`config.mk`:
```
export PLATFORM = sky130hd
export DESIGN_NAME = magic_sequence_console_monitor_unit
export DESIGN_NICKNAME = d
export VERILOG_FILES = /design/src/rtl/smcm_pkg.sv /design/src/rtl/smcm_cell.sv /design/src/rtl/smcm_window.sv /design/src/rtl/magic_sequence_console_monitor_unit.sv
export SDC_FILE = /design/constraint.sdc
export NUM_CORES = 1
export LEC_CHECK = 0
export BUFFER_PORTS_ARGS = -buffer_cell sky130_fd_sc_hd__buf_2
export CORE_UTILIZATION = 25
export DETAILED_ROUTE_END_ITERATION = 16
export PLACE_DENSITY = 0.46
export SLEW_MARGIN = 0
export SYNTH_ARGS = -nofsm -noshare
export SYNTH_HDL_FRONTEND = slang
export SYNTH_SLANG_ARGS = --single-unit
```
`constraint.sdc`:
```
create_clock -name clk -period 5.1 [get_ports clk]
set_input_delay 1.275 -clock clk [delete_from_list [all_inputs] [get_ports clk]]
set_output_delay 1.275 -clock clk [all_outputs]
set_load 0.005 [all_outputs]
```
`src/rtl/smcm_pkg.sv`:
```
// Shared constants, codes and the magic-sequence byte table.
// No dependencies.
package smcm_pkg;

    localparam int TEXT_BUFFER_BYTES = 2048;
    localparam int MAGIC_BYTES       = 12;
    localparam int NUM_SEQ           = 5;
    localparam int TAIL_LEN          = 4;
    localparam int PRE_LEN           = MAGIC_BYTES - TAIL_LEN;
    localparam int POS_W             = $clog2(TEXT_BUFFER_BYTES);
    localparam int IDX_W             = $clog2(MAGIC_BYTES);
    localparam int SEQ_W             = $clog2(NUM_SEQ);
    localparam int FLUSH_POS         = TEXT_BUFFER_BYTES - 4;

    typedef enum logic [2:0] {
        EV_NONE      = 3'd0,
        EV_RESET     = 3'd1,
        EV_BOOT_RST  = 3'd2,
        EV_PARALLEL  = 3'd3,
        EV_DATA_MODE = 3'd4,
        EV_TEXT_MODE = 3'd5
    } smcm_ev_t;

    typedef enum logic [2:0] {
        ACT_IGNORE   = 3'd0,
        ACT_DATA     = 3'd1,
        ACT_NEW_ROW  = 3'd2,
        ACT_APPEND   = 3'd3,
        ACT_LINE_END = 3'd4,
        ACT_HEX      = 3'd5
    } smcm_act_t;

    localparam logic [7:0] LF = 8'h0A;
    localparam logic [7:0] CR = 8'h0D;

    typedef logic [7:0] smcm_tail_t [NUM_SEQ][TAIL_LEN];

    localparam smcm_tail_t TAILS = '{
        '{8'h4E, 8'h52, 8'h53, 8'h54},
        '{8'h50, 8'h52, 8'h53, 8'h48},
        '{8'hBE, 8'hEF, 8'hBE, 8'hEF},
        '{8'hBE, 8'hEF, 8'hCA, 8'hFE},
        '{8'hF0, 8'h0F, 8'hCA, 8'hFE}
    };

    // Expected byte at window position pos for sequence seq
    function automatic logic [7:0] magic_byte(input logic [IDX_W-1:0] pos,
                                              input logic [SEQ_W-1:0] seq);
        logic [IDX_W-1:0] tail_idx;
        tail_idx = pos - IDX_W'(PRE_LEN);
        if (pos < IDX_W'(PRE_LEN))
            return pos[0] ? 8'hAA : 8'h55;
        else
            return TAILS[seq][tail_idx[1:0]];
    endfunction

endpackage

```
`src/rtl/smcm_cell.sv`:
```
// One window cell: holds a byte, hands it to the left neighbor on shift,
// and flags which magic sequences its incoming byte matches. Uses smcm_pkg.
module smcm_cell (
    input  logic                        clk,
    input  logic                        rst_n,
    input  logic                        shift_en,
    input  logic [smcm_pkg::IDX_W-1:0]  pos,
    input  logic [7:0]                  din,
    output logic [7:0]                  dout,
    output logic [smcm_pkg::NUM_SEQ-1:0] hit
);
    import smcm_pkg::*;

    logic [7:0] byte_reg;
    logic [7:0] byte_next;

    assign byte_next = shift_en ? din : byte_reg;
    assign dout      = byte_reg;

    always_comb
    begin
        for (int s = 0; s < NUM_SEQ; s++)
        begin
            hit[s] = (din == magic_byte(pos, SEQ_W'(s)));
        end
    end

    always_ff @(posedge clk or negedge rst_n)
    begin
        if (!rst_n)
        begin
            byte_reg <= '0;
        end
        else
        begin
            byte_reg <= byte_next;
        end
    end

endmodule

```
`src/rtl/smcm_window.sv`:
```
// Chain of window cells and the priority pick of the matched sequence.
// Uses smcm_pkg and smcm_cell.
module smcm_window (
    input  logic               clk,
    input  logic               rst_n,
    input  logic               shift_en,
    input  logic [7:0]         rx_byte,
    output smcm_pkg::smcm_ev_t ev,
    output logic [7:0]         prev_byte
);
    import smcm_pkg::*;

    logic [7:0]         cell_dout [MAGIC_BYTES];
    logic [7:0]         cell_din  [MAGIC_BYTES];
    logic [NUM_SEQ-1:0] cell_hit  [MAGIC_BYTES];
    logic [NUM_SEQ-1:0] seq_hit;

    genvar p;
    generate
        for (p = 0; p < MAGIC_BYTES; p++)
        begin : g_cell
            if (p == MAGIC_BYTES - 1)
            begin : g_last
                assign cell_din[p] = rx_byte;
            end
            else
            begin : g_mid
                assign cell_din[p] = cell_dout[p+1];
            end

            smcm_cell u_cell (
                .clk      (clk),
                .rst_n    (rst_n),
                .shift_en (shift_en),
                .pos      (IDX_W'(p)),
                .din      (cell_din[p]),
                .dout     (cell_dout[p]),
                .hit      (cell_hit[p])
            );
        end
    endgenerate

    // byte received just before the incoming one
    assign prev_byte = cell_dout[MAGIC_BYTES-1];

    always_comb
    begin
        seq_hit = '1;
        for (int c = 0; c < MAGIC_BYTES; c++)
        begin
            seq_hit = seq_hit & cell_hit[c];
        end
    end

    // first sequence in list order wins
    always_comb
    begin
        ev = EV_NONE;
        for (int s = NUM_SEQ - 1; s >= 0; s--)
        begin
            if (seq_hit[s])
                ev = smcm_ev_t'(3'(s + 1));
        end
    end

endmodule

```
`src/rtl/magic_sequence_console_monitor_unit.sv`:
```
// Top level of the console monitor: mode, row, flush and text fill tracking.
// Uses smcm_pkg and smcm_window.
//
// Takes one debug byte per request and returns one result per byte. A byte
// may be taken every clock cycle; its result appears in the output register
// on the next cycle and a new byte is taken while that result waits, as long
// as res_ready is high or the output register is empty. The last 12 bytes sit
// in a chain of 12 cells that shift on each accepted byte and compare in
// parallel against the five magic sequences, so matching, mode switch and
// classification are combinational. The user must write flush_item_limit
// (cfg_we/cfg_data) only while no byte is in flight; it is not enforced.
module magic_sequence_console_monitor_unit (
    input  logic                       clk,
    input  logic                       rst_n,
    input  logic                       cfg_we,
    input  logic [7:0]                 cfg_data,
    input  logic                       rx_valid,
    output logic                       rx_ready,
    input  logic [7:0]                 rx_byte,
    output logic                       res_valid,
    input  logic                       res_ready,
    output logic [2:0]                 event_res,
    output logic                       mode_now,
    output logic [2:0]                 action,
    output logic [7:0]                 byte_out,
    output logic                       flushed,
    output logic [smcm_pkg::POS_W-1:0] fill_level
);
    import smcm_pkg::*;

    logic             accept;
    smcm_ev_t         ev;
    logic [7:0]       prev_byte;

    logic [7:0]       limit_reg;
    logic             text_mode_reg, text_mode_next;
    logic [3:0]       row_reg, row_next;
    logic [7:0]       items_reg, items_next;
    logic [POS_W-1:0] pos_reg, pos_next;

    logic             valid_reg;
    logic [2:0]       ev_reg;
    logic             mode_reg;
    smcm_act_t        act_reg, act_next;
    logic [7:0]       byte_reg;
    logic             flush_reg, flush_next;
    logic [POS_W-1:0] fill_reg;

    assign rx_ready = !valid_reg || res_ready;
    assign accept   = rx_valid && rx_ready;

    smcm_window u_window (
        .clk       (clk),
        .rst_n     (rst_n),
        .shift_en  (accept),
        .rx_byte   (rx_byte),
        .ev        (ev),
        .prev_byte (prev_byte)
    );

    always_comb
    begin
        text_mode_next = text_mode_reg;
        row_next       = row_reg;
        pos_next       = pos_reg;
        flush_next     = 1'b0;
        act_next       = ACT_IGNORE;

        case (ev)
            EV_PARALLEL, EV_DATA_MODE:
            begin
                text_mode_next = 1'b0;
                row_next       = '0;
            end
            EV_TEXT_MODE:
            begin
                text_mode_next = 1'b1;
                pos_next       = '0;
            end
            default:
            begin
            end
        endcase

        items_next = items_reg + 8'd1;

        if (!text_mode_next)
        begin
            act_next = (row_next == 4'd0) ? ACT_NEW_ROW : ACT_DATA;
            row_next = row_next + 4'd1;
        end
        else
        begin
            if (pos_next >= POS_W'(FLUSH_POS) || items_next > limit_reg)
            begin
                flush_next = 1'b1;
                pos_next   = '0;
                items_next = '0;
            end
            if (rx_byte == 8'h00)
            begin
                act_next = ACT_IGNORE;
            end
            else if (rx_byte inside {8'hAA, 8'h1B, 8'h09, LF, CR, [8'h20:8'h7E]})
            begin
                if ((rx_byte == CR && prev_byte != LF) || rx_byte == LF)
                begin
                    act_next = ACT_LINE_END;
                    pos_next = '0;
                end
                else
                begin
                    act_next = ACT_APPEND;
                    pos_next = pos_next + POS_W'(1);
                end
            end
            else
            begin
                act_next = ACT_HEX;
                pos_next = pos_next + POS_W'(2);
            end
        end
    end

    always_ff @(posedge clk or negedge rst_n)
    begin
        if (!rst_n)
        begin
            limit_reg     <= 8'd16;
            text_mode_reg <= 1'b1;
            row_reg       <= '0;
            items_reg     <= '0;
            pos_reg       <= '0;
            valid_reg     <= 1'b0;
        end
        else
        begin
            if (cfg_we)
                limit_reg <= cfg_data;
            if (accept)
            begin
                text_mode_reg <= text_mode_next;
                row_reg       <= row_next;
                items_reg     <= items_next;
                pos_reg       <= pos_next;
                valid_reg     <= 1'b1;
            end
            else if (res_ready)
            begin
                valid_reg <= 1'b0;
            end
        end
    end

    // result payload
    always_ff @(posedge clk)
    begin
        if (accept)
        begin
            ev_reg    <= ev;
            mode_reg  <= text_mode_next;
            act_reg   <= act_next;
            byte_reg  <= rx_byte;
            flush_reg <= flush_next;
            fill_reg  <= pos_next;
        end
    end

    assign res_valid  = valid_reg;
    assign event_res  = ev_reg;
    assign mode_now   = mode_reg;
    assign action     = act_reg;
    assign byte_out   = byte_reg;
    assign flushed    = flush_reg;
    assign fill_level = fill_reg;

endmodule

```
# After elaboration in Yosys (flattened, before gate mapping)

Index checks and enable logic that the tools add are counted.

Output and inout bits: 29
Flip-flop bits (word level): 148
Word-level logic and storage cells: 110

Order comparisons: 4
$add $sub $neg: 4
Mux-type cells: 25
Equal/unequal tests: 31
Reductions and logical operators: 12
Bitwise operators: 11

Operators by type and width:

| operator                                                                            | count |
|---|---|
| 8-bit equality test, second input constant                                          | 12 |
| 8-bit by 7-bit equality test with 1-bit output, second input constant               | 10 |
| 11-bit 2-to-1 mux                                                                   | 7 |
| 5-bit AND                                                                           | 11 |
| 8-bit by 4-bit equality test with 1-bit output, second input constant               | 4 |
| 3-bit 2-to-1 mux                                                                    | 9 |
| 8-bit 2-to-1 mux                                                                    | 2 |
| 11-bit by 1-bit adder with 11-bit output, second input constant                     | 1 |
| 11-bit by 2-bit adder with 11-bit output, second input constant                     | 1 |
| 11-bit greater-or-equal comparator, second input constant                           | 1 |
| 8-bit by 1-bit adder with 8-bit output, second input constant                       | 1 |
| 8-bit by 5-bit equality test with 1-bit output, second input constant               | 1 |
| 8-bit by 6-bit greater-or-equal comparator with 1-bit output, second input constant | 1 |
| 8-bit greater-than comparator                                                       | 1 |
| 8-bit by 7-bit less-or-equal comparator with 1-bit output, second input constant    | 1 |
| 8-bit logical NOT                                                                   | 1 |
| 4-bit 2-to-1 mux                                                                    | 2 |
| 8-bit by 4-bit != test with 1-bit output, second input constant                     | 1 |
| 3-bit equality test, second input constant                                          | 2 |
| 6-bit nonzero test                                                                  | 1 |
| 4-bit by 1-bit adder with 4-bit output, second input constant                       | 1 |
| 4-bit logical NOT                                                                   | 1 |
| 3-bit by 2-bit equality test with 1-bit output, second input constant               | 1 |
| 1-bit logical AND                                                                   | 3 |
| other kinds (7)                                                                     | 11 |

# Depth between registers and ports, before layout

Gate-level depths: netlist of run 1.

Depth after elaboration: 28
Depth in mapped cells: 19

# Modules after synthesis

From an unflattened synthesis of run 1, not the netlist that was laid out.

Cell total of the unflattened synthesis: 1781
Area total of the unflattened synthesis: 16661.0 um^2

Modules (own cells, without submodules):

| module                                     | cells an instance | area each (um^2) | seq. area each (um^2) | times used |
|---|---|---|---|---|
| smcm_cell at u_window.g_cell[0].u_cell ... | 116               | 1138.6           | 200.2                 | 7 |
| smcm_cell at u_window.g_cell[6].u_cell ... | 116               | 1014.7           | 200.2                 | 4 |
| magic_sequence_console_monitor_unit        | 361               | 3414.5           | 1639.1                | 1 |
| smcm_cell at u_window.g_cell[5].u_cell     | 116               | 1032.2           | 200.2                 | 1 |
| smcm_window                                | 28                | 185.2            | 0.0                   | 1 |

# Worst setup path after synthesis of run 1

Ideal clock, no wire load.

Kind: input to register
From: input port rx_byte[4]
To: register fill_reg[9] (netlist: fill_level[9]) (data pin)
Arrival time: 3.916 ns
Setup time: 0.254 ns
Data required time: 4.846 ns
Path slack: 0.930 ns
Path buffers: 3
Cell stages on the path: 16
Cells stage by stage: clkbuf_1 -> and4_1 -> nand4_1 -> or4_4 -> buf_6 -> and3_4 -> buf_6 -> and2_1 -> ha_1 -> nand3_1 -> nor2_1 -> o21a_1 -> nand4_1 -> xor2_1 -> nor3_1 -> a21o_1

Word-level cells in the longest chain between the ends: 18

Ends and longest elaborated chain:

| item                                     | RTL line                                   | source |
|---|---|---|
| start: declaration                       | magic_sequence_console_monitor_unit.sv:19  | `input logic [7:0] rx_byte,` |
| 8-bit equality test                      | smcm_cell.sv:24                            | `hit[s] = (din == magic_byte(pos, SEQ_W'(s)));` |
| 5-bit AND                                | smcm_window.sv:51                          | `seq_hit = seq_hit & cell_hit[c];` |
| 3-bit 2-to-1 mux (5 in a row)            | smcm_window.sv:61                          | `if (seq_hit[s])` |
| 3-bit equality test                      | magic_sequence_console_monitor_unit.sv:69  | `case (ev)` |
| 11-bit 2-to-1 mux                        | magic_sequence_console_monitor_unit.sv:69  |  |
| 11-bit greater-or-equal comparator       | magic_sequence_console_monitor_unit.sv:94  | `if (pos_next >= POS_W'(FLUSH_POS) \|\| items_next > limit_reg)` |
| 1-bit logical OR                         | magic_sequence_console_monitor_unit.sv:94  |  |
| 11-bit 2-to-1 mux                        | magic_sequence_console_monitor_unit.sv:94  |  |
| 11-bit 2-to-1 mux                        | magic_sequence_console_monitor_unit.sv:87  | `if (!text_mode_next)` |
| 11-bit by 1-bit adder with 11-bit output | magic_sequence_console_monitor_unit.sv:114 | `pos_next = pos_next + POS_W'(1);` |
| 11-bit 2-to-1 mux                        | magic_sequence_console_monitor_unit.sv:106 | `if ((rx_byte == CR && prev_byte != LF) \|\| rx_byte == LF)` |
| 11-bit 2-to-1 mux                        | magic_sequence_console_monitor_unit.sv:104 | `else if (rx_byte inside {8'hAA, 8'h1B, 8'h09, LF, CR, [8'h20:8'h7E]})` |
| 11-bit 2-to-1 mux                        | magic_sequence_console_monitor_unit.sv:100 | `if (rx_byte == 8'h00)` |
| 11-bit 2-to-1 mux *                      | magic_sequence_console_monitor_unit.sv:87  |  |
| net pos_next[9]                          | magic_sequence_console_monitor_unit.sv:39  | `logic [POS_W-1:0] pos_reg, pos_next;` |
| end signal: assignment                   | magic_sequence_console_monitor_unit.sv:165 | `fill_reg <= pos_next;` |
| end: declaration                         | magic_sequence_console_monitor_unit.sv:47  | `logic [POS_W-1:0] fill_reg;` |

Mark *: on every way through the listed nets, which the timed path passes. The rest lies on a longest branch. The select of a mux whose other input is x is not followed.
A chain may end at the register's enable or synchronous reset.

# Final worst setup path of run 1

From: register items_reg[0]
To: register fill_reg[8] (netlist: fill_level[8]) (data pin)

Word-level cells in the longest chain between the ends: 10

Ends and longest elaborated chain:

| item                                     | RTL line                                   | source |
|---|---|---|
| start: declaration                       | magic_sequence_console_monitor_unit.sv:38  | `logic [7:0] items_reg, items_next;` |
| start signal: assignment                 | magic_sequence_console_monitor_unit.sv:144 | `items_reg <= items_next;` |
| 8-bit by 1-bit adder with 8-bit output * | magic_sequence_console_monitor_unit.sv:85  | `items_next = items_reg + 8'd1;` |
| 8-bit greater-than comparator *          | magic_sequence_console_monitor_unit.sv:94  |  |
| 1-bit logical OR *                       | magic_sequence_console_monitor_unit.sv:94  |  |
| 11-bit 2-to-1 mux *                      | magic_sequence_console_monitor_unit.sv:94  |  |
| 11-bit 2-to-1 mux *                      | magic_sequence_console_monitor_unit.sv:87  |  |
| 11-bit by 1-bit adder with 11-bit output | magic_sequence_console_monitor_unit.sv:114 |  |
| 11-bit 2-to-1 mux                        | magic_sequence_console_monitor_unit.sv:106 |  |
| 11-bit 2-to-1 mux                        | magic_sequence_console_monitor_unit.sv:104 |  |
| 11-bit 2-to-1 mux *                      | magic_sequence_console_monitor_unit.sv:100 |  |
| 11-bit 2-to-1 mux *                      | magic_sequence_console_monitor_unit.sv:87  |  |
| net pos_next[8]                          | magic_sequence_console_monitor_unit.sv:39  |  |

Marked as above.

==> results by group, run 1 <==
Yosys
  • Seq/Total Area, Yosys: 53.55%
  • Yosys cell types: 75
  • Top_reg_cell synth: dfrtp_1
  • Area contributors post-synth: dfrtp_1 42%, nand2_1 16%, edfxtp_1 11%, ha_1 2.3%, o21ai_0 2.1%
  • Yosys Warn Count: 0
  • Biggest area consumer among synthesized cells: dfrtp_1
  • Netlist area before placement: 7173 um^2
  • Fraction of registers with async set/reset: 81.76%
  • Flip-flop and latch count after synthesis: 148
  • Post-Syn Nets: 812
  • Post-Syn Instances: 778
  • Yosys top cell area share: 41.51%
  • Avg Cell Area, Syn: 9.220 um^2
  • Post-synth EDFFs: 27

Clock network
  • CTS tree: done
  • CTS Buf Count: 17
  • # hold bufs at CTS: 0
  • Clock Tree Buf Depth: 2
  • Clock transition at the registers of the reported paths: 0.06 ns
  • Clock Latency Late Sink: 0.43 ns
  • Clock root buffer: clkbuf_16
  • Post-CTS Setup Bufs: 0
  • Clock sinks: 148
  • H-Tree Depth: 4
  • # resized after CTS: 0

STA
  • Setup violators final: 0
  • Setup_tns: 0 ns
  • Worst-margin pin slew: 0.9602 ns
  • Hold Fails Final Rpt: 0
  • Final worst-path cycle share: 82.60%
  • Period minus WS final: 4.213 ns
  • Hold_ws: 0.4710 ns
  • Clock Skew: 0.01258 ns
  • RSZ-0062 raised after global routing: no
  • Max Clk Rate: 237.4 MHz
  • Worst slew margin: 35.99%
  • Pins Over Slew Limit: 0

Cells and area
  • Fraction of layout cells with a size suffix above 1: 14.44%
  • Area grow syn2layout: 17.77%
  • Largest register FFs: 88
  • Inserted Diodes: 0
  • Nets: 852

Route
  • DRC: 0
  • Initial DRT Pass Iterations: 5
  • 1st-iter DRT viols: 472
  • WL final: 17.62 mm
  • Vias per Instance: 4.574
  • WL per Instance: 14.57 um
  • Final ANT Viol Nets: 0
  • DR vias: 5530

Die
  • Die Span Y: 171.4 um
  • Die area: 29370 um^2
  • Core area: 28010 um^2
  • Die width: 171.4 um
  • Starting Density: 25.61%
  • I/O pins: 50
  • Row Count: 61

Setup path
  • Slowest Stage Delay on Critical Path: 0.53 ns
  • Crit path DAT: 4.38 ns
  • Worst-path cell chain: and3_1, and3_1, and3_1, xor2_1, ha_1, a21oi_1, o21ai_0, o22ai_1, and3_4, and2_4, ha_1, nand2_1, nor2_1, a21oi_1, o21bai_1, a21oi_1, o41ai_1
  • RR Startpoint: items_reg[0]$_DFFE_PN0P_
  • Critical path data required time: 5.27 ns
  • Slowest CP cell: o22ai_1
  • CP endpoint kind: flip-flop
  • CP startpoint: items_reg[0]$_DFFE_PN0P_
  • Crit start category: flip-flop
  • Critical Path Fanout Max: 11
  • Crit path kind: flip-flop to flip-flop

Global route
  • Initial antenna violation count: 0
  • Largest net degree at the start of global routing: 92
  • Global-route wire length before repair: 29.22 mm
  • GR Overflow Total: 0
  • GRT Util Overall: 12.85%
  • Number of global-route vias before repair: 5556

Run
  • MaxCap Viol Count: 0

Placed design
  • Placer Congestion: 0.8890
  • Count of input and output buffers: 49
  • Hpwl dp: 11.75 mm

Hold path
  • Hold/Removal Path Class: flip-flop to flip-flop
  • Hold Path Origin: u_window.g_cell[1].u_cell.dout[6]$_DFFE_PN0P_

Power and ir drop
  • Peak supply drop: 204.7 uV
  • Pwr Density: 400.9 nW/um^2
  • Leakage power: 3.997 nW

Status
  • Status: completed
worst max-delay path, delay by kind of cell (launching register included):
| family | cells | cell delay [ns] |
|---|---|---|
| fa+ha+maj | 2 | 0.57 |
| xor+xnor | 1 | 0.19 |
| flops | 1 | 0.44 |
| compound gates | 7 | 1.26 |
| simple gates | 7 | 1.49 |
cell type report:
class	count	area [um^2]
clock inverters	15	202.7
well taps	378	473.0
repair buffers	56	312.8
multi-input cells	577	3123
fillers	2950	19560
clock buffers	17	425.4
inverters	18	70.07
flip-flops and latches	148	3841
final timing paths:
| check | slack, ns | end | cells after the start |
|---|---|---|---|
| setup / recovery | 0.89 | fill_level[8]$_DFFE_PP_ | 17 |
| hold / removal | 0.47 | u_window.g_cell[1].u_cell.dout[6]$_DFFE_PN0P_ | 2 |
| setup reg to reg | 0.89 | fill_level[8]$_DFFE_PP_ | 17 |
| hold reg to reg | 0.47 | u_window.g_cell[1].u_cell.dout[6]$_DFFE_PN0P_ | 2 |
| max in group asynchronous | 3.30 | u_window.g_cell[4].u_cell.dout[6]$_DFFE_PN0P_ | 2 |
| min in group asynchronous | 0.90 | limit_reg[5]$_DFFE_PN0P_ | 1 |
layer usage:
metal	track usage (%)	wire length, um
met1	17.18	8841
met2	20.15	7994
met3	2.991	554
met4	4.697	228
met5	0	0
cells in the final DEF, fill, tap and decap left out, types with 13 or more instances in the layout:
cell type	instances
nand4_1	15
nand2_1	309
buf_2	48
nor2_1	19
ha_1	13
a21oi_1	16
nand3_1	16
edfxtp_1	27
o21ai_0	30
dfrtp_1	119
inv_1	16
clkbuf_16	17
through the flow:
stage          worst slack, ns  cell area, um^2  power (mW)  cells  utilization [%]
6_report                0.8873             8448       3.386   1209            30.16
5_1_grt                 0.6420             8448       3.582   1209            30.16
4_1_cts                 0.9071             8448       3.441   1209            30.16
3_5_place_dp            0.5810             7820       2.077   1177            27.92
3_3_place_gp            0.6557             7820       2.067   1177            27.92
2_1_floorplan           0.9300             7173       1.890    778                -
cells in the mapped netlist, drive strengths merged, types with 3 or more instances:
cell,count
o21ai,33
and3,13
nand3,17
nor4,8
and2,6
and4b,4
and4bb,5
a22oi,3
nand4,15
nand2b,6
xor2,4
clkbuf,27
nor3,12
a211o,3
nor4bb,8
nor4b,8
o311ai,3
nor2b,4
inv,18
nand2,310
buf,8
or3,3
a21oi,16
ha,13
nor2,20
xnor2,3
dfrtp,119
mux2,8
nand4b,3
a21o,4
edfxtp,27
or2,4
or4,5
where the power goes:
group / switching (mW) / internal, mW / total, mW
combinational: 0.274 / 0.192 / 0.466
sequential: 0.175 / 1.40 / 1.58
clock: 0.520 / 0.822 / 1.34
cell families after synthesis:
logic type | count (synthesis) | synth area share [%]
muxes | 9 | 1.448
AOI/OAI and AO/OA | 92 | 8.774
and+or+nand+nor | 456 | 30.09
adders and majority gates | 13 | 2.268
DFF | 148 | 53.55
xor gates and xnor gates | 7 | 0.8547
buffers and inverters | 53 | 3.018
Note: power is estimated with default switching activity, not from simulation.
==> run 2: changes to the inputs <==
- PLACE_DENSITY: 0.46 -> 0.47
- clock period: 5.1 -> 3.87 ns (I/O delays scaled with it)
==> results by group, run 2 (synthesis results as in run 1) <==
Status
  • Status: completed

Clock network
  • Clock Tree Buf Depth: 2 (unchanged)
  • Clock root buffer: clkbuf_16
  • CTS Buf Count: 17 (unchanged)
  • # hold bufs at CTS: 0 (unchanged)
  • H-Tree Depth: 4 (unchanged)
  • Clock Latency Late Sink: 0.42 ns (about the same)
  • CTS tree: done
  • Clock sinks: 148 (unchanged)
  • Clock transition at the registers of the reported paths: 0.06 ns (about the same)

Cells and area
  • Inserted Diodes: 0 (unchanged)
  • Fraction of layout cells with a size suffix above 1: 18.46% (+4.0 points)
  • Post-layout instance area: 8682 um^2 (+2.8%)
  • Non-Filler Instances: 1234 (+2.1%)
  • Nets: 877 (+2.9%)
  • Most common cell after layout, fill and taps aside: nand2_1
  • Fillers: 2937 (-0.44%)
  • Most frequent cells in the layout: 309 x nand2_1, 119 x dfrtp_1, 48 x buf_2
  • Largest register FFs: 88 (unchanged)
  • Area grow syn2layout: 21.04%

Route
  • Vias per Instance: 4.600 (+0.58%)
  • Final ANT Viol Nets: 0 (unchanged)
  • DR vias: 5677 (+2.7%)
  • Initial DRT Pass Iterations: 4 (-1)
  • DRC: 0 (unchanged)
  • 1st-iter DRT viols: 434 (-8.1%)
  • WL per Instance: 14.53 um (-0.29%)
  • WL final: 17.93 mm (+1.8%)

Power and ir drop
  • Peak supply drop: 287.9 uV (+41%)
  • Leakage power: 4.099 nW (+2.5%)
  • Pwr Density: 507.2 nW/um^2 (+27%)

Die
  • Starting Density: 25.61% (unchanged)
  • Die width: 171.4 um (unchanged)
  • Die area: 29370 um^2 (unchanged)
  • Row Count: 61 (unchanged)
  • Die Span Y: 171.4 um (unchanged)
  • Core area: 28010 um^2 (unchanged)
  • I/O pins: 50 (unchanged)

Setup path
  • Worst reg2reg path depth: 14 (-3)
  • Worst-path cell chain: and4bb_1, nand4_1, or3_4, or4_4, and3_4, and2_4, ha_4, nand3_1, nor2_1, o21a_2, buf_4, o311ai_1, a21oi_1, o31ai_1
  • Crit path DAT: 4.00 ns (-0.38 ns)
  • Critical Path Fanout Max: 6 (-5)
  • Critical path data required time: 4.19 ns (-1.08 ns)
  • Crit start category: flip-flop
  • Slowest Stage Delay on Critical Path: 0.51 ns (-0.02 ns)
  • Crit path kind: flip-flop to flip-flop
  • CP endpoint kind: flip-flop
  • Slowest CP cell: or4_4

Placed design
  • Dpl cell area: 7990 um^2 (+2.2%)
  • Placer Congestion: 0.8808 (-0.92%)
  • Hpwl dp: 11.91 mm (+1.3%)
  • Dpl cells: 1198 (+1.8%)
  • Count of input and output buffers: 49 (unchanged)

STA
  • Hold Fails Final Rpt: 0 (unchanged)
  • Final worst-path cycle share: 95.09% (+12 points)
  • Period minus WS final: 3.680 ns (-0.5326 ns)
  • Max Clk Rate: 271.7 MHz (+14%)
  • Worst-margin pin slew: 0.9934 ns (+0.03325 ns)
  • Worst slew margin: 33.77% (-2.2 points)
  • Clock Skew: 0.01181 ns (-0.0007717 ns)
  • Setup violators final: 0 (unchanged)
  • Pins Over Slew Limit: 0 (unchanged)

Global route
  • GRT Util Overall: 12.78% (-0.065 points)
  • GR Overflow Total: 0 (unchanged)
  • Global-route wire length before repair: 29.41 mm (+0.66%)
  • Number of global-route vias before repair: 5559 (+0.054%)
  • Initial antenna violation count: 0 (unchanged)
  • Largest net degree at the start of global routing: 101 (+9.8%)

Run
  • MaxCap Viol Count: 0 (unchanged)

Hold path
  • Hold/Removal Path Class: input port to async pin
[run 2: cell types whose count changed in the layout (fill, tap and decap cells not counted), moves of 3 or more]
| cell | previous run | this run |
|---|---|---|
| bufinv_16 | 4 | 1 |
| and3_1 | 12 | 9 |
| and3_4 | 1 | 4 |
| buf_4 | 7 | 31 |
[run 2: per-layer routing]
metal	global-route usage, %	wire length [um]	up-vias
li1	-	-	2796
met2	19.83	8168	83
met5	0	0	-
met4	4.193	288	0
met1	17.55	8990	2780
met3	2.807	484	18
[run 2: worst paths after layout]
kind	start	endpoint	slack, ns
worst max-delay path	u_window.g_cell[9].u_cell.dout[0]$_DFFE_PN0P_	pos_reg[5]$_DFFE_PN0P_	0.19
min in group clk	u_window.g_cell[1].u_cell.dout[6]$_DFFE_PN0P_	u_window.g_cell[1].u_cell.dout[6]$_DFFE_PN0P_	0.47
worst max register to register	u_window.g_cell[9].u_cell.dout[0]$_DFFE_PN0P_	pos_reg[5]$_DFFE_PN0P_	0.19
worst min register to register	u_window.g_cell[1].u_cell.dout[6]$_DFFE_PN0P_	u_window.g_cell[1].u_cell.dout[6]$_DFFE_PN0P_	0.47
max in group asynchronous	rst_n	u_window.g_cell[7].u_cell.dout[0]$_DFFE_PN0P_	2.56
worst min-delay path	rst_n	limit_reg[3]$_DFFE_PN0P_	0.44
[run 2: where the power goes]
part	total, mW	internal, mW	leakage [nW]	switching (mW)
registers	2.08	1.85	1.84	0.233
logic	0.666	0.290	1.97	0.377
clock network	1.65	0.978	0.289	0.676
[run 2: final cells by class]
class | instances | area (um^2) | area share [%]
well taps | 378 | 473.0 | 5.447
clock inverters | 11 | 97.59 | 1.124
flip-flops and latches | 148 | 3841 | 44.24
multi-input cells | 577 | 3194 | 36.79
clock buffers | 21 | 493.0 | 5.678
repair buffers | 81 | 513.0 | 5.909
inverters | 18 | 70.07 | 0.8070
[run 2: worst max-delay path, delay by kind of cell (launching register included)]
| kind | cells | cell delay [ns] |
|---|---|---|
| buffers and inverters | 1 | 0.14 |
| adder cells (fa/ha/maj) | 1 | 0.15 |
| flip-flops | 1 | 0.41 |
| AND/OR/NAND/NOR | 8 | 2.06 |
| AO/OA/AOI/OAI | 4 | 0.83 |
[run 2: through the flow]
step           utilization [%]  setup TNS, ns  total power, mW  worst slack, ns  hold WS (ns)
5_1_grt                  31.00       -0.01140            4.655        -0.009191        0.4487
3_3_place_gp             28.53              0            2.745          0.07271        0.4515
4_1_cts                  30.66              0            4.431          0.07575        0.4391
3_5_place_dp             28.53       -0.06893            2.758         -0.06893        0.4573
2_1_floorplan                -              0            2.491         0.007544        0.4377
6_report                 31.00              0            4.404           0.1899        0.4424
[run 2: timing repair]
item                                    in CTS  in global routing
resized for setup                            1                 16
setup buffers                                0                  4
pin swaps                                    0                 10
cloned                                       0                  0
endpoints found under the setup margin       1                  6
